<file path="src/wsml_pkg.sv">
// Shared types, codes and defaults for the write-set marker log.
// No dependencies; imported by every module of the block.
package wsml_pkg;

	localparam int TID_W      = 4;
	localparam int ADDR_W     = 48;
	localparam int STATUS_W   = 3;
	localparam int SLOT_OUT_W = 7;

	localparam int MARKER_ENTRIES_DEF   = 1024;
	localparam int LOG_DEPTH_DEF        = 64;
	localparam int THREAD_COUNT_DEF     = 16;
	localparam int LINE_OFFSET_BITS_DEF = 6;

	localparam logic [STATUS_W-1:0] ST_APPENDED  = 3'd0;
	localparam logic [STATUS_W-1:0] ST_LOGGED    = 3'd1;
	localparam logic [STATUS_W-1:0] ST_CONFLICT  = 3'd2;
	localparam logic [STATUS_W-1:0] ST_FULL      = 3'd3;
	localparam logic [STATUS_W-1:0] ST_COMMITTED = 3'd4;

	typedef struct packed {
		logic              kind;
		logic [TID_W-1:0]  thread_id;
		logic [ADDR_W-1:0] byte_address;
	} req_item_t;

	typedef struct packed {
		logic [STATUS_W-1:0]   status;
		logic [SLOT_OUT_W-1:0] log_slot;
	} rsp_item_t;

	typedef enum logic [1:0] {
		SEL_ZERO = 2'd0,
		SEL_FILL = 2'd1,
		SEL_IDX  = 2'd2
	} slot_sel_t;

	// Controller to datapath
	typedef struct packed {
		logic                clr_step;
		logic                accept;
		logic                mod_start;
		logic                mark_rd;
		logic                mark_write;
		logic                log_append;
		logic                set_search;
		logic                commit_start;
		logic                log_rd;
		logic                idx_inc;
		logic                release_mark;
		logic                fill_clear;
		logic                set_res;
		logic [STATUS_W-1:0] res_status;
		slot_sel_t           res_sel;
		logic                out_load;
	} cmd_t;

	// Datapath to controller
	typedef struct packed {
		logic clr_last;
		logic tid_ok;
		logic commit;
		logic full;
		logic fill_zero;
		logic mod_done;
		logic owner_free;
		logic owner_mine;
		logic slot_lt_fill;
		logic hit;
		logic idx_last;
		logic out_free;
	} sts_t;

endpackage

</file>
<file path="src/wsml_ctrl.sv">
// Sequencer of the marker log: clear sweep, write path, search and commit walks.
// Depends on wsml_pkg; drives the datapath through cmd_t, watches sts_t.
module wsml_ctrl (
	input  logic           clk,
	input  logic           arst_n,
	input  logic           req_valid,
	output logic           req_ready,
	input  wsml_pkg::sts_t sts,
	output wsml_pkg::cmd_t cmd
);
	import wsml_pkg::*;

	typedef enum logic [9:0] {
		S_CLR  = 10'b0000000001,
		S_IDLE = 10'b0000000010,
		S_DEC  = 10'b0000000100,
		S_MOD  = 10'b0000001000,
		S_MCHK = 10'b0000010000,
		S_SRD  = 10'b0000100000,
		S_SCHK = 10'b0001000000,
		S_CRD  = 10'b0010000000,
		S_CWR  = 10'b0100000000,
		S_DONE = 10'b1000000000
	} state_t;

	state_t st_q, st_n;

	assign req_ready = (st_q == S_IDLE);

	always_comb begin
		cmd  = '0;
		st_n = st_q;
		case (st_q)
			S_CLR: begin
				cmd.clr_step = 1'b1;
				if (sts.clr_last) begin
					st_n = S_IDLE;
				end
			end
			S_IDLE: begin
				if (req_valid) begin
					cmd.accept = 1'b1;
					st_n = S_DEC;
				end
			end
			S_DEC: begin
				if (!sts.tid_ok) begin
					cmd.set_res    = 1'b1;
					cmd.res_status = sts.commit ? ST_COMMITTED : ST_CONFLICT;
					cmd.res_sel    = SEL_ZERO;
					st_n = S_DONE;
				end else if (sts.commit) begin
					if (sts.fill_zero) begin
						cmd.set_res    = 1'b1;
						cmd.res_status = ST_COMMITTED;
						cmd.res_sel    = SEL_FILL;
						cmd.fill_clear = 1'b1;
						st_n = S_DONE;
					end else begin
						cmd.commit_start = 1'b1;
						st_n = S_CRD;
					end
				end else if (sts.full) begin
					cmd.set_res    = 1'b1;
					cmd.res_status = ST_FULL;
					cmd.res_sel    = SEL_ZERO;
					st_n = S_DONE;
				end else begin
					cmd.mod_start = 1'b1;
					st_n = S_MOD;
				end
			end
			S_MOD: begin
				if (sts.mod_done) begin
					cmd.mark_rd = 1'b1;
					st_n = S_MCHK;
				end
			end
			S_MCHK: begin
				if (sts.owner_free) begin
					cmd.mark_write = 1'b1;
					cmd.log_append = 1'b1;
					cmd.set_res    = 1'b1;
					cmd.res_status = ST_APPENDED;
					cmd.res_sel    = SEL_FILL;
					st_n = S_DONE;
				end else if (!sts.owner_mine) begin
					cmd.set_res    = 1'b1;
					cmd.res_status = ST_CONFLICT;
					cmd.res_sel    = SEL_ZERO;
					st_n = S_DONE;
				end else if (sts.slot_lt_fill) begin
					cmd.set_search = 1'b1;
					st_n = S_SRD;
				end else begin
					cmd.log_append = 1'b1;
					cmd.set_res    = 1'b1;
					cmd.res_status = ST_APPENDED;
					cmd.res_sel    = SEL_FILL;
					st_n = S_DONE;
				end
			end
			S_SRD: begin
				cmd.log_rd = 1'b1;
				st_n = S_SCHK;
			end
			S_SCHK: begin
				if (sts.hit) begin
					cmd.set_res    = 1'b1;
					cmd.res_status = ST_LOGGED;
					cmd.res_sel    = SEL_IDX;
					st_n = S_DONE;
				end else if (!sts.idx_last) begin
					cmd.idx_inc = 1'b1;
					st_n = S_SRD;
				end else begin
					cmd.log_append = 1'b1;
					cmd.set_res    = 1'b1;
					cmd.res_status = ST_APPENDED;
					cmd.res_sel    = SEL_FILL;
					st_n = S_DONE;
				end
			end
			S_CRD: begin
				cmd.log_rd = 1'b1;
				st_n = S_CWR;
			end
			S_CWR: begin
				cmd.release_mark = 1'b1;
				if (sts.idx_last) begin
					cmd.fill_clear = 1'b1;
					cmd.set_res    = 1'b1;
					cmd.res_status = ST_COMMITTED;
					cmd.res_sel    = SEL_FILL;
					st_n = S_DONE;
				end else begin
					cmd.idx_inc = 1'b1;
					st_n = S_CRD;
				end
			end
			S_DONE: begin
				if (sts.out_free) begin
					cmd.out_load = 1'b1;
					st_n = S_IDLE;
				end
			end
			default: begin
				st_n = S_CLR;
			end
		endcase
	end

	always_ff @(posedge clk or negedge arst_n) begin
		if (!arst_n) begin
			st_q <= S_CLR;
		end else begin
			st_q <= st_n;
		end
	end

endmodule

</file>
<file path="config.mk">
export PLATFORM = sky130hd
export DESIGN_NAME = wsml_ctrl
export DESIGN_NICKNAME = d
export VERILOG_FILES = /design/src/wsml_pkg.sv /design/src/wsml_ctrl.sv
export SDC_FILE = /design/constraint.sdc
export NUM_CORES = 1
export LEC_CHECK = 0
export ABC_AREA = 0
export BUFFER_PORTS_ARGS = -buffer_cell sky130_fd_sc_hd__buf_2
export CAP_MARGIN = 10
export CORE_ASPECT_RATIO = 1.25
export CORE_MARGIN = 2
export CORE_UTILIZATION = 48
export DETAILED_ROUTE_END_ITERATION = 16
export PLACE_DENSITY = 0.8
export SYNTH_ARGS = -nofsm -noshare
export SYNTH_HDL_FRONTEND = slang
export SYNTH_SLANG_ARGS = --single-unit
</file>
<file path="constraint.sdc">
create_clock -name clk -period 3.1 [get_ports clk]
set_input_delay 0.93 -clock clk [delete_from_list [all_inputs] [get_ports clk]]
set_output_delay 0.93 -clock clk [all_outputs]
set_load 0.1 [all_outputs]
</file>
Word-level counts from Yosys, hierarchy flattened --
Index checks and enable logic that the tools add are counted.
Cells by class: equality and inequality tests 14, muxes and demuxes 61, reductions and logical operators 2
Operators by type and width (number):
- 2-to-1 mux 10 bit | 14
- case mux 10 bit (10 select lines) | 1
- 2-to-1 mux 6 bit | 8
- 2-to-1 mux 1 bit | 30
- case mux 6 bit (4 select lines) | 1
- 2-to-1 mux 7 bit | 2
- equality test 10 x 1 -> 1 bit (second input constant) | 1
- equality test 10 bit (second input constant) | 1
- equality test 10 x 2 -> 1 bit (second input constant) | 1
- equality test 10 x 3 -> 1 bit (second input constant) | 1
- equality test 10 x 4 -> 1 bit (second input constant) | 1
- equality test 10 x 5 -> 1 bit (second input constant) | 1
- equality test 10 x 6 -> 1 bit (second input constant) | 1
- equality test 10 x 7 -> 1 bit (second input constant) | 1
- equality test 10 x 8 -> 1 bit (second input constant) | 1
- equality test 10 x 9 -> 1 bit (second input constant) | 1
- != test 2 bit (second input constant) | 4
- case mux 1 bit (2 select lines) | 3
- AND reduction 4 bit | 1
- 2-to-1 mux 3 bit | 1
- 2-to-1 mux 2 bit | 1
- OR reduction 2 bit | 1
Word-level totals: register bits after elaboration 10, input port bits 15, output and inout bits 20, logic and storage cells 78

Depth between registers and ports, before layout --
depth in word-level cells 4, depth in mapped cells 5, mapped depth without buffers 4

Worst setup path before layout --
Ideal clock, no wire load.
kind flip-flop to output port, start point register st_q[5], end point output cmd[3] (netlist bit), arrival time 5.112 ns, required time 2.170 ns, slack -2.942 ns, cell stages (with the launch flop) 5, path buffers 1, cells stage by stage dfrtp_1 buf_2 or4_4 nor4_1 o21bai_1
RTL lines:
- from (decl) | line wsml_ctrl.sv:26 | state_t st_q, st_n;
- from (signal assigned) | line wsml_ctrl.sv:157 | st_q <= st_n;
- to (decl) | line wsml_ctrl.sv:9 | output wsml_pkg::cmd_t cmd

==> out/results.ini <==
[worst_setup_path]
endpoint_kind = primary output
crit_required_ns = 2.17
worst_ep_arrival_time_ns = 2.27
critPathSlowestCell = or4_4
path_buf_inv = 2
max_stage_delay_ns = 0.52
crit_type = register to primary output
path_depth = 6
crit_chain = or4_4 > nor4_4 > buf_6 > nand2_8 > o211ai_1 > clkbuf_16
timing.rr.start = st_q[1]
startpoint = st_q[1]
reg2regPathDepth = 6
path_max_fanout = 7
cp-start-kind = register
cp_top_family = simple AND/OR/NAND/NOR gates

[synthesis]
synth_compound_area_share_pct = 16.6
synthArstFlopShare_pct = 100
yosys-top-cells-count = nor2_1 (10), dfrtp_1 (9), inv_1 (9), nor3_1 (9), nand2_1 (8)
seq_area_frac_synth_pct = 27.6
synth_edf_count = 0
synth.most_common_cell = nor2_1
yosys.area.top_type = dfrtp_1
synth.mux.area_fraction_pct = 0
yosys_warnings = 0
synthAdderAreaFrac_pct = 0
synth_ff_type = dfrtp_1
yosysUniqueCellTypes = 38
avgSynthCellArea_um2 = 7.93
synth_area_um2 = 912
synth_top_family_by_area = simple AND/OR/NAND/NOR gates
synth_xor_area_share_pct = 5.76
synthesis.nets = 130
syn_inst = 115
synthSimpleGateAreaFrac_pct = 41.6
ys_top_cells_by_area = dfrtp_1 (25%), xor2_1 (5.8%), nor3_1 (4.9%)
synth_top_area_share_pct = 24.7
synth_seq_cells = 10

[clock_tree]
clock_latency_ns = 0.28
tritoncts = yes
clk_pin_slew_worst_paths_ns = 0.07
cts_root_buf = clkbuf_4
h-tree-depth = 1
clock-sinks = 10
clockBufferDepth = 2
cts_buffers = 3

[finish]
largestRegisters = st_q x10
largest_register_ffs = 10
top_register = st_q
diodes = 0
drive_above_1_share_pct = 52.8
final_cells = 180
syn2layout_area_growth_pct = 76.3
layout.nets = 177

[global_route]
grt_overflow_total = 0
grt_pass1_wl_mm = 4.86
grt_start_max_net_pins = 11
grt_util_all_layers_pct = 29.0
first_global_vias = 1065
antenna_found_initial = 0

[power]
p_int_mw = 0.379
p_sw_share_pct = 51.6
leakage_nw = 0.729
p_total_mw = 0.783
combPwrFrac_pct = 62.6
seqPwrFrac_pct = 24.5
clkPwrFrac_pct = 12.9
peakVddDrop_mv = 0.821
powerDensity_nw_per_um2 = 487
p_switching_mw = 0.404

[drt]
drt_first_pass_iters = 4
drtAntennaViolNets = 0
drt_iter0_drc = 31
vias = 1117
viasPerCell = 6.21
drc = 0
route.detailed.wl_per_inst_um = 18.6
wl_mm = 3.35

[floorplan]
initial_core_util_pct = 51.1
dieArea_um2 = 2270
pin_count = 35
coreArea_um2 = 1790
row_count = 17
die_y_um = 52.7
die_w_um = 43.0

[min_path]
hold_class = input port to async pin

[job]
cap_violations = 0

[placement]
dpl.hpwl_mm = 2.29
io_buffer_count = 34
placed_cells = 169
place_congestion = 0.938

[timing]
final-setup-viol-count = 4
skew_ns = 0.000657
tns_ns = -0.186
finalCriticalPeriod_ns = 3.20
rsz0062_at_grt = yes
fmax_ghz = 0.313
worst_pin_slew_ns = 0.484
holdWs_ns = 0.502
slew_viol_final = 0
slew_headroom_pct = 68.0
postLayoutSetupSlackWorst_ns = -0.0991
finalHoldViolations = 0
min_period_over_period_pct = 103

[status]
violations = negative setup slack
status = finished with violations

[cell families after synthesis]
kind of cell | count (synthesis)
XOR/XNOR | 6
flip-flops | 10
buffers and inverters | 17
AND/OR/NAND/NOR | 62
AO/OA/AOI/OAI | 20
[final cells by class]
| class | instances | area (um2) |
|---|---|---|
| Fill cell | 79 | 179 |
| Timing Repair Buffer | 50 | 542 |
| Inverter | 9 | 36.3 |
| Clock buffer | 4 | 26.3 |
| Tap cell | 19 | 23.8 |
| Multi-Input combinational cell | 88 | 724 |
| Sequential cell | 10 | 255 |
[metrics by stage]
stage               cell area, um2  setup WS (ns)  utilization, %
floorplan                     1050         -0.822               -
global placement              1490          0.230            83.3
detailed placement            1490          0.191            83.3
CTS                           1530        -0.0767            85.7
global route                  1610         -0.169            90.0
finish                        1610        -0.0991            90.0
[worst paths after layout]
check	to	slack (ns)
hold / removal	st_q[4]	0.50
hold reg to reg	st_q[8]	0.64
max in group asynchronous	st_q[0]	2.34
setup reg to reg	st_q[3]	1.17
setup / recovery	cmd[1]	-0.1
min in group clk	st_q[8]	0.64
[power by group through the flow]
| stage | Clock (mW) | Sequential [mW] | Combinational [mW] |
|---|---|---|---|
| after floorplan | 0 | 0.161 | 0.355 |
| after global placement | 0 | 0.190 | 0.429 |
| after detailed placement | 0 | 0.193 | 0.432 |
| after CTS | 0.0990 | 0.191 | 0.435 |
| after global routing | 0.108 | 0.194 | 0.512 |
| final | 0.101 | 0.192 | 0.490 |
[cell usage in the layout, fill, tap and decap left out, types with 2 or more instances in the layout]
cell type,count
o22ai_1,2
nand2_1,7
xor2_1,6
nor2_1,6
nand2b_1,5
dfrtp_1,6
o2111ai_1,2
dfrtp_2,3
or4_4,3
nand3_1,4
nand4_1,4
nor2_4,2
o211ai_1,2
buf_4,15
nor4_1,2
o32ai_2,2
inv_1,8
buf_2,17
nand3_2,2
buf_12,15
nor2_2,2
nor4_4,4
nor3_2,3
nor3_1,6
and3_1,2
clkbuf_4,4
o21ai_0,4
[what timing repair did]
action	in CTS	in global routing
hold buffers	0	0
endpoints found under the hold margin	0	0
resized for setup	1	10
pin swaps	4	4
setup endpoints to repair	7	12
buffers inserted	2	5
[worst reg2reg max path: stages, from the launching register on]
cell	delay, ns
dfrtp_2	0.45
or4_4	0.52
nor4_4	0.25
buf_6	0.17
nand2_8	0.07
buf_4	0.14
o32ai_2	0.23
[metal layers]
layer	wire (um)	vias to the layer above	share of wire (%)	GRT usage [%]
met2	1800	72	54	57.3
met1	1160	502	34	29.5
met3	172	24	5.1	2.07
met5	0	-	0	0
li1	-	519	-	-
met4	225	0	6.7	15.7
Power figures use the tool's default switching activity.
